===== config.mk =====
export PLATFORM = sky130hd
export DESIGN_NAME = ats_div
export DESIGN_NICKNAME = d
export VERILOG_FILES = /design/src/sv/ats_div.sv
export SDC_FILE = /design/constraint.sdc
export NUM_CORES = 1
export LEC_CHECK = 0
export BUFFER_PORTS_ARGS = -buffer_cell sky130_fd_sc_hd__buf_4
export CORE_AREA = 2 2 103 105
export CTS_CLUSTER_DIAMETER = 60
export DETAILED_ROUTE_END_ITERATION = 8
export DIE_AREA = 0 0 105 107
export GPL_TIMING_DRIVEN = 0
export PLACE_DENSITY = 0.68
export SYNTH_ARGS = -nofsm -noshare
export SYNTH_HDL_FRONTEND = slang
export SYNTH_SLANG_ARGS = --single-unit

===== constraint.sdc =====
create_clock -name i_clk -period 5.3 [get_ports i_clk]
set_input_delay 0.53 -clock i_clk [delete_from_list [all_inputs] [get_ports i_clk]]
set_output_delay 0.53 -clock i_clk [all_outputs]
set_load 0.005 [all_outputs]

===== src/sv/ats_div.sv =====
// Restoring divider: one quotient bit per cycle.
`timescale 1ns / 1ps
module ats_div #(
    parameter int NW = 40,
    parameter int DW = 24
) (
    input  logic          i_clk,
    input  logic          i_rst_n,
    input  logic          i_start,
    input  logic [NW-1:0] i_num,
    input  logic [DW-1:0] i_den,
    output logic          o_done,
    output logic [NW-1:0] o_quot
);
    localparam int CW = $clog2(NW + 1);
    logic [NW-1:0] r_q;
    logic [DW:0]   r_rem;
    logic [CW-1:0] r_cnt;
    logic          r_busy;
    logic [DW:0]   w_sh;
    assign w_sh = {r_rem[DW-1:0], r_q[NW-1]};

    always_ff @(posedge i_clk) begin
        if (!i_rst_n) begin
            r_busy <= 1'b0;
            o_done <= 1'b0;
        end else begin
            o_done <= 1'b0;
            if (i_start) begin
                r_busy <= 1'b1;
                r_cnt  <= CW'(NW);
                r_q    <= i_num;
                r_rem  <= '0;
            end else if (r_busy) begin
                if (w_sh >= {1'b0, i_den}) begin
                    r_rem <= w_sh - {1'b0, i_den};
                    r_q   <= {r_q[NW-2:0], 1'b1};
                end else begin
                    r_rem <= w_sh;
                    r_q   <= {r_q[NW-2:0], 1'b0};
                end
                r_cnt <= r_cnt - 1'b1;
                if (r_cnt == CW'(1)) begin
                    r_busy <= 1'b0;
                    o_done <= 1'b1;
                end
            end
        end
    end
    assign o_quot = r_q;
endmodule


==> results.json, run 1 <==
{
  "cp.buffers_inverters": 0,
  "holdCritPathClass": "in -> reg",
  "syn_to_final_growth_pct": 27.2,
  "finalSetupTns_ns": 0,
  "grt_max_degree": 54,
  "fin_crit_sh": 0.538,
  "cp_max_fo": 5,
  "cts.clk_slew.worst_paths_ns": 0.08,
  "vias": 3425,
  "slew_headroom": 0.614,
  "ir_worst_vdd_mv": 0.185,
  "cts_buffers": 9,
  "crit_family": "compound AO/OA/AOI/OAI gates",
  "overflow": 0,
  "worstMarginPinSlew_ns": 0.579,
  "cts_setup_buffers": 0,
  "multi_input_area_sq_um": 2130,
  "power_frac_clock": 0.294,
  "syn_inst": 400,
  "rsz0062_at_grt": "false",
  "leakagePower_nw": 2.41,
  "vias_per_cell": 5.19,
  "place_congestion": 0.814,
  "die_y_microns": 107,
  "cp_cell_sequence": "ha_1, a21o_1, a211oi_2, nand4b_1, a31oi_2, o21ai_2, a31o_4, a211oi_1, or4_1, nand3_1",
  "worst_hold_slack_ns": 0.447,
  "drc": 0,
  "status": "completed",
  "cp_slowest_stage_delay_ns": 0.40,
  "dieArea_sq_um": 11200,
  "root_buffer": "clkbuf_8",
  "drv_slew": 0,
  "synth_flop_cell": "edfxtp_1",
  "synth_common_cells": "70 x edfxtp_1, 46 x nand2_1, 40 x mux2_2",
  "power.share.sequential": 0.435,
  "cts_resized": 0,
  "period_minus_slack_ns": 2.85,
  "end_kind": "register",
  "final_hold_viol_count": 0,
  "power_switching_share": 0.284,
  "port_buffers": 107,
  "pre_cts_ws_ns": 2.26,
  "cts_tree": "yes",
  "synth_nets": 494,
  "fin_skew_ns": 0.0113,
  "setup_viol": 0,
  "design.core.area_sq_um": 10100,
  "yosysMostFrequentCell": "edfxtp_1",
  "grt_pass1_wl_mm": 17.1,
  "start_util": 0.445,
  "crit_path_start_kind": "register",
  "internal_power_mw": 1.17,
  "antenna_found_initial": 0,
  "finalWorstSetupSlack_ns": 2.45,
  "cap_viol_max_count": 0,
  "die_w_microns": 105,
  "totalWireLength_mm": 10.4,
  "crit_required_ns": 5.40,
  "yosysWarnings": 0,
  "ant_nets": 0,
  "hold_buffers": 0,
  "drtIter0Drc": 136,
  "ys_async_sr_fraction": 0,
  "first_pass_iters": 4,
  "utilization": 0.566,
  "ios": 108,
  "synth-edff-count": 70,
  "p_per_area_nw_per_um2": 286,
  "synth.largest_area_cell": "edfxtp_1",
  "cp.arrival_ns": 2.95,
  "clock-sinks": 72,
  "fillers": 909,
  "row_count": 37,
  "instances_no_fill": 660,
  "synth_seq_cells": 72,
  "synth_area_leaders": "edfxtp_1 47%, mux2_2 10%, ha_1 7.2%, nand2_1 3.8%, a21oi_1 3.2%",
  "power_switching_mw": 0.464,
  "critPathKind": "reg -> reg",
  "wire_per_inst_microns": 15.8,
  "syn-mean-instance-area_sq_um": 11.2,
  "dp_cells": 644,
  "clock_path_buffers": 2,
  "power_frac_comb": 0.271,
  "antennaDiodeCount": 0,
  "grt_pass1_vias": 3608,
  "synthDominantCellAreaShare": 0.468,
  "clock_latency_ns": 0.35,
  "final_layout_size_suffix_gt1_frac": 0.361,
  "fin_nets": 613,
  "slowest_stage": "edfxtp_1",
  "ctsHtreeMaxLevel": 3,
  "grt.total_usage": 0.194,
  "fmax_mhz": 350,
  "regArea_sq_um": 2140,
  "ys_types": 57,
  "dp_hpwl_mm": 7.68,
  "syn_area_sq_um": 4490,
  "synth_seq_area_share": 0.477
}
[path summary, 6_finish.rpt]
| kind | slack, ns | endpoint | start | depth (start not counted) |
|---|---|---|---|---|
| max | 2.45 | r_rem[23] | r_rem[7] | 10 |
| min | 0.45 | o_done | i_rst_n | 2 |
| max reg2reg | 2.45 | r_rem[23] | r_rem[7] | 10 |
| min reg2reg | 0.50 | o_done | r_busy | 1 |
[routing by layer]
| metal | share of wire | track usage | vias to the layer above |
|---|---|---|---|
| met5 | 0 | 0 | - |
| met4 | 0.011 | 0.0505 | 0 |
| met3 | 0.078 | 0.0675 | 10 |
| met2 | 0.48 | 0.333 | 113 |
| met1 | 0.43 | 0.232 | 1614 |
| li1 | - | - | 1688 |
[cell type report]
type / instances / area share
well taps: 136 / 0.0298
flip-flops and latches: 72 / 0.375
plain buffers: 16 / 0.0210
clock inverters: 5 / 0.0142
repair buffers: 108 / 0.146
multi-input cells: 284 / 0.373
inverters: 28 / 0.0184
clock buffers: 11 / 0.0230
[metrics by stage]
stage	power, mW	cell area, sq um
finish	1.64	5710
global route	1.73	5710
CTS	1.65	5710
detailed placement	1.17	5500
global placement	1.16	5460
floorplan	1.02	4490
[sequential cells by signal, indices dropped and copies added, names as in the netlist]
signal / cells
o_quot: 40
r_rem: 24
r_cnt: 6
o_done: 1
r_busy: 1
[layout by cell type (no fill, tap or decap), types with 5 or more instances in the layout]
cell      instances
nand2_1          46
clkbuf_8         12
xnor2_1          14
nor2_1           23
clkbuf_1          7
ha_1             26
nor2b_1           7
buf_4           109
nand3_1           8
xor2_1            9
a21o_1            6
a211oi_1          7
a21oi_1          29
edfxtp_1         70
mux2_2           40
nand2b_1          5
o21ai_0          11
inv_1            28
[cells by family (layout without fill, tap and decap cells)]
| kind of cell | count (synthesis) | in the layout | share of synthesized area |
|---|---|---|---|
| compound gates | 78 | 78 | 0.124 |
| xor+xnor | 23 | 23 | 0.0449 |
| fa+ha+maj | 27 | 27 | 0.0769 |
| buf+inv | 44 | 168 | 0.0502 |
| flops | 72 | 72 | 0.477 |
| mux | 40 | 40 | 0.100 |
| simple gates | 116 | 116 | 0.126 |
[power by group through the flow]
stage | registers [mW] | logic, mW | clock network, mW
floorplan | 0.720 | 0.302 | 0
global placement | 0.725 | 0.431 | 0
detailed placement | 0.723 | 0.442 | 0
CTS | 0.712 | 0.445 | 0.497
global route | 0.717 | 0.495 | 0.515
finish | 0.711 | 0.443 | 0.481
Note: power is estimated with default switching activity, not from simulation.
==> inputs of run 2 (changes only) <==
==> constraint.sdc (replaced) <==
create_clock -name i_clk -period 2.9 [get_ports i_clk]
set_input_delay 0.29 -clock i_clk [delete_from_list [all_inputs] [get_ports i_clk]]
set_output_delay 0.29 -clock i_clk [all_outputs]
set_load 0.005 [all_outputs]
==> run 2 against run 1 <==
Net effect:
- routed wire length is 0.90% higher
- first-iteration DRC count is 0.74% lower
- sequential power is 83% higher
- via count is 0.76% lower
- die area stayed put
- highest routed layer unchanged
- setup slack worse by 2.3 ns
- sequential cell count stayed put
- combinational power is 88% higher
- sequential share of layout area is 0.36 points lower
- fmax is 3.6% higher
- count of clock-buffer cells in the layout stayed put
- critical path type unchanged
- final cell count is 0.15% higher
==> results.json, run 2 (same netlist as run 1, synthesis figures left out) <==
{
  "finalSetupTns_ns": 0,
  "final_hold_viol_count": 0,
  "fin_skew_ns": 0.00910,
  "clock_path_buffers": 2,
  "grt.total_usage": 0.194,
  "fmax_mhz": 363,
  "cap_viol_max_count": 0,
  "die_w_microns": 105,
  "fillers": 907,
  "fin_crit_sh": 0.950,
  "clock-sinks": 72,
  "fin_nets": 614,
  "use_met1": 0.232,
  "holdCritPathClass": "in -> reg",
  "ios": 108,
  "largest_reg_flops": 40,
  "cp.arrival_ns": 2.86,
  "layout_common_cells": "110 x buf_4, 70 x edfxtp_1, 46 x nand2_1, 40 x mux2_2, 29 x a21oi_1",
  "instances_no_fill": 661,
  "worst_hold_slack_ns": 0.206,
  "port_buffers": 107,
  "grt_pass1_wl_mm": 17.1,
  "leakagePower_nw": 2.42,
  "syn_to_final_growth_pct": 28.4,
  "ctsHtreeMaxLevel": 3,
  "globalRouteMet2Util": 0.333,
  "grt_pass1_vias": 3608,
  "wire_per_inst_microns": 15.9,
  "dpl_cell_area_sq_um": 5500,
  "clock_latency_ns": 0.35,
  "critPathKind": "reg -> reg",
  "vias_per_cell": 5.14,
  "antennaDiodeCount": 0,
  "dp_hpwl_mm": 7.68,
  "gr-usage-met3": 0.0675,
  "ant_nets": 0,
  "place_congestion": 0.814,
  "cts.clk_slew.worst_paths_ns": 0.08,
  "antenna_found_initial": 0,
  "first_pass_iters": 4,
  "crit_required_ns": 3.00,
  "mostFrequentLayoutCell": "buf_4",
  "vias": 3399,
  "gr-max-usage-layer": "met2",
  "drtIter0Drc": 135,
  "slew_headroom": 0.614,
  "drc": 0,
  "multi_input_area_sq_um": 2180,
  "power_mw": 3.01,
  "totalWireLength_mm": 10.5,
  "crit_path_start_kind": "register",
  "hold_buffers": 0,
  "dieArea_sq_um": 11200,
  "period_minus_slack_ns": 2.75,
  "finalWorstSetupSlack_ns": 0.145,
  "end_kind": "register",
  "p_per_area_nw_per_um2": 523,
  "root_buffer": "clkbuf_8",
  "row_count": 37,
  "die_y_microns": 107,
  "rsz0062_at_grt": "true",
  "grt_max_degree": 54,
  "final_layout_size_suffix_gt1_frac": 0.373,
  "cts_buffers": 9,
  "status": "completed",
  "design_area_sq_um": 5760,
  "overflow": 0,
  "start_util": 0.445,
  "ir_worst_vdd_mv": 0.337,
  "design.core.area_sq_um": 10100,
  "regArea_sq_um": 2140,
  "cts_tree": "yes",
  "utilization": 0.571,
  "worstMarginPinSlew_ns": 0.579,
  "dp_cells": 644,
  "pre_cts_ws_ns": 0.0968,
  "cp_max_fo": 5,
  "drv_slew": 0,
  "setup_viol": 0
}
[run 2: cell types whose count changed in the layout (fill, tap and decap cells not counted), moves of 2 or more]
cell     previous run  this run
ha_1               26        23
ha_4                0         2
nor2b_1             7         5
nor2b_2             0         2
[run 2: cell type report]
| cell class | instances | share of cell area |
|---|---|---|
| clock buffers | 11 | 0.0228 |
| repair buffers | 109 | 0.145 |
| flip-flops and latches | 72 | 0.372 |
| multi-input cells | 284 | 0.377 |
| plain buffers | 16 | 0.0208 |
| well taps | 136 | 0.0295 |
| inverters | 28 | 0.0182 |
| clock inverters | 5 | 0.0141 |
[run 2: path summary, 6_finish.rpt]
kind / start / endpoint / slack (ns) / cells past startpoint
worst max-delay path: r_rem[2] / r_rem[23] / 0.15 / 10
worst min-delay path: i_rst_n / o_done / 0.21 / 2
worst max register to register: r_rem[2] / r_rem[23] / 0.15 / 10
worst min register to register: r_busy / o_done / 0.50 / 1
[run 2: repair_timing]
action / 4_1_cts / 5_1_grt
resized for setup: 0 / 8
setup endpoints to repair: 0 / 15
buffers inserted: 0 / 1
[run 2: report_power, final]
group / leakage [nW] / switching [mW] / total (mW) / internal [mW]
sequential: 0.688 / 0.0475 / 1.30 / 1.25
combinational: 1.62 / 0.417 / 0.832 / 0.414
clock: 0.104 / 0.396 / 0.882 / 0.486
total: 2.42 / 0.861 / 3.01 / 2.15
[run 2: worst max-delay path: stages, from the launching register on]
cell      delay [ns]
edfxtp_1        0.41
ha_1            0.35
and3_2          0.25
o21ai_0         0.11
nand4b_1        0.22
a31oi_4         0.22
o21ai_2         0.12
a31o_4          0.30
a211oi_1        0.31
or4_1           0.16
nand3_1         0.06
[run 2: layer usage]
| layer | wire length, microns | part of all wire | vias up |
|---|---|---|---|
| li1 | - | - | 1689 |
| met1 | 4590 | 0.44 | 1605 |
| met2 | 5030 | 0.48 | 95 |
| met3 | 748 | 0.071 | 10 |
| met4 | 119 | 0.011 | 0 |
| met5 | 0 | 0 | - |
==> inputs of run 3 (changes only) <==
--- a/config.mk
+++ b/config.mk
@@ -6,12 +6,14 @@
 export NUM_CORES = 1
 export LEC_CHECK = 0
 export BUFFER_PORTS_ARGS = -buffer_cell sky130_fd_sc_hd__buf_4
-export CORE_AREA = 2 2 103 105
+export CELL_PAD_IN_SITES_DETAIL_PLACEMENT = 1
+export CELL_PAD_IN_SITES_GLOBAL_PLACEMENT = 1
+export CORE_AREA = 2 2 127 92
 export CTS_CLUSTER_DIAMETER = 60
 export DETAILED_ROUTE_END_ITERATION = 8
-export DIE_AREA = 0 0 105 107
+export DIE_AREA = 0 0 129 94
 export GPL_TIMING_DRIVEN = 0
-export PLACE_DENSITY = 0.68
+export PLACE_DENSITY_LB_ADDON = 0.1
 export SYNTH_ARGS = -nofsm -noshare
 export SYNTH_HDL_FRONTEND = slang
 export SYNTH_SLANG_ARGS = --single-unit
==> run 3 against run 2 <==
Net effect:
- critical path depth up 2
- setup slack worse by 0.074 ns
- count of clock-buffer cells in the layout shrank 2
- register-to-register slack worse by 0.07 ns
- power is 9.7% higher
- first-iteration DRC count up 28%
- final cell count rose by 2.7%
- via count up 2.2%
- critical path type unchanged
- critical endpoint is now r_rem[22]
- largest cell class unchanged
- largest power group unchanged
==> results.json, run 3 (same netlist as run 1, synthesis figures left out) <==
{
  "clock_path_buffers": 2,
  "design.core.area_sq_um": 10900,
  "cts.clk_slew.worst_paths_ns": 0.06,
  "hold_buffers": 0,
  "met3WireLength_microns": 497,
  "leakagePower_nw": 2.46,
  "antenna_found_initial": 0,
  "drt-met1-wl_mm": 5.62,
  "top_layer": "met4",
  "wire_per_inst_microns": 17.8,
  "dieArea_sq_um": 12100,
  "slew_headroom": 0.583,
  "status": "completed",
  "cp.buffers_inverters": 1,
  "cp_cell_sequence": "inv_2, ha_4, fa_2, nor2b_2, o31a_1, o311a_1, o211ai_1, nand3_1, a31oi_2, xnor2_1, nand2_1, a21oi_2",
  "root_buffer": "clkbuf_16",
  "end_kind": "register",
  "clock-sinks": 72,
  "ant_nets": 0,
  "syn_to_final_growth_pct": 32.9,
  "fin_skew_ns": 0.00642,
  "fmax_mhz": 354,
  "p_per_area_nw_per_um2": 555,
  "final_hold_viol_count": 0,
  "start_util": 0.414,
  "vias_per_cell": 5.12,
  "grt_pass1_vias": 3614,
  "drtIter0Drc": 173,
  "power.share.sequential": 0.395,
  "finalWorstSetupSlack_ns": 0.0715,
  "ctsHtreeMaxLevel": 3,
  "layout_common_cells": "112 x buf_4, 70 x edfxtp_1, 46 x nand2_1, 40 x mux2_2, 27 x inv_1",
  "pre_cts_ws_ns": -0.0621,
  "ir_worst_vdd_mv": 0.302,
  "die_y_microns": 94,
  "port_buffers": 107,
  "fin_nets": 616,
  "cp.arrival_ns": 3.01,
  "power_frac_comb": 0.269,
  "fin_crit_sh": 0.975,
  "holdCritPathClass": "in -> reg",
  "cp_max_fo": 3,
  "rsz0062_at_grt": "true",
  "period_minus_slack_ns": 2.83,
  "cts_tree": "yes",
  "clock_latency_ns": 0.34,
  "ios": 108,
  "totalWireLength_mm": 12.1,
  "overflow": 0,
  "dp_hpwl_mm": 8.62,
  "cap_viol_max_count": 0,
  "slowest_stage": "edfxtp_1",
  "grt_pass1_wl_mm": 18.8,
  "cts_buffers": 9,
  "antennaDiodeCount": 0,
  "cp_slowest_stage_delay_ns": 0.42,
  "power_switching_share": 0.289,
  "setup_viol": 0,
  "internal_power_mw": 2.35,
  "drc": 0,
  "crit_path_start_kind": "register",
  "power_frac_clock": 0.336,
  "die_w_microns": 129,
  "final_layout_size_suffix_gt1_frac": 0.403,
  "wl_met2_mm": 5.83,
  "power_mw": 3.31,
  "largest_reg_flops": 40,
  "vias": 3475,
  "drv_slew": 0,
  "critPathKind": "reg -> reg",
  "mostFrequentLayoutCell": "buf_4",
  "power_switching_mw": 0.956,
  "crit_required_ns": 3.08,
  "worstMarginPinSlew_ns": 0.625,
  "grt.total_usage": 0.203,
  "finalSetupTns_ns": 0,
  "first_pass_iters": 4,
  "place_congestion": 0.810,
  "row_count": 32,
  "crit_family": "compound AO/OA/AOI/OAI gates",
  "grt_max_degree": 50
}
-- run 3: cell count changes in the layout (fill, tap and decap cells not counted), moves of 4 or more --
cell	change
ha_4	+4
ha_1	-6
clkbuf_8	-9
a21oi_1	-4
clkbuf_16	+9
a21oi_2	+4
-- run 3: stage by stage --
| step | cells | area (sq um) | utilization | hold slack, ns |
|---|---|---|---|---|
| after floorplan | 400 | 4490 | - | 0.443 |
| after global placement | 660 | 5480 | 0.505 | 0.466 |
| after detailed placement | 661 | 5520 | 0.509 | 0.499 |
| after CTS | 677 | 5820 | 0.536 | 0.211 |
| after global routing | 679 | 5960 | 0.550 | 0.230 |
| final | 679 | 5960 | 0.550 | 0.217 |
-- run 3: layout make-up --
class                      instances  area [sq um]
clock inverter                     6          61.3
tap                              153           191
timing repair buffer             111           853
inverter                          28           105
multi-input combinational        284          2260
fill                            1171          4890
buffer                            16           120
sequential                        72          2140
clock buffer                       9           225
-- run 3: power groups by stage --
stage          registers (mW)  clock network, mW  logic, mW
4_1_cts                  1.30               1.13      0.844
3_3_place_gp             1.32                  0      0.802
6_report                 1.31               1.11      0.891
3_5_place_dp             1.32                  0      0.829
5_1_grt                  1.32               1.17      0.986
2_1_floorplan            1.32                  0      0.551
-- run 3: final timing paths --
| path | start | endpoint | slack (ns) | cells past startpoint |
|---|---|---|---|---|
| max | o_quot[39] | r_rem[22] | 0.07 | 12 |
| min | i_rst_n | o_done | 0.22 | 2 |
| max reg2reg | o_quot[39] | r_rem[22] | 0.07 | 12 |
| min reg2reg | r_busy | o_done | 0.51 | 1 |
-- run 3: routing by layer --
layer / vias up / track usage
met5: - / 0
met4: 0 / 0.0562
met3: 12 / 0.0524
met2: 64 / 0.332
met1: 1699 / 0.268
li1: 1700 / -
-- run 3: what timing repair did --
| action | CTS | global route |
|---|---|---|
| setup buffers | 1 | 2 |
| gates cloned | 0 | 0 |
| setup endpoints to repair | 1 | 13 |
| pin swaps | 2 | 11 |
| resized for setup | 2 | 23 |
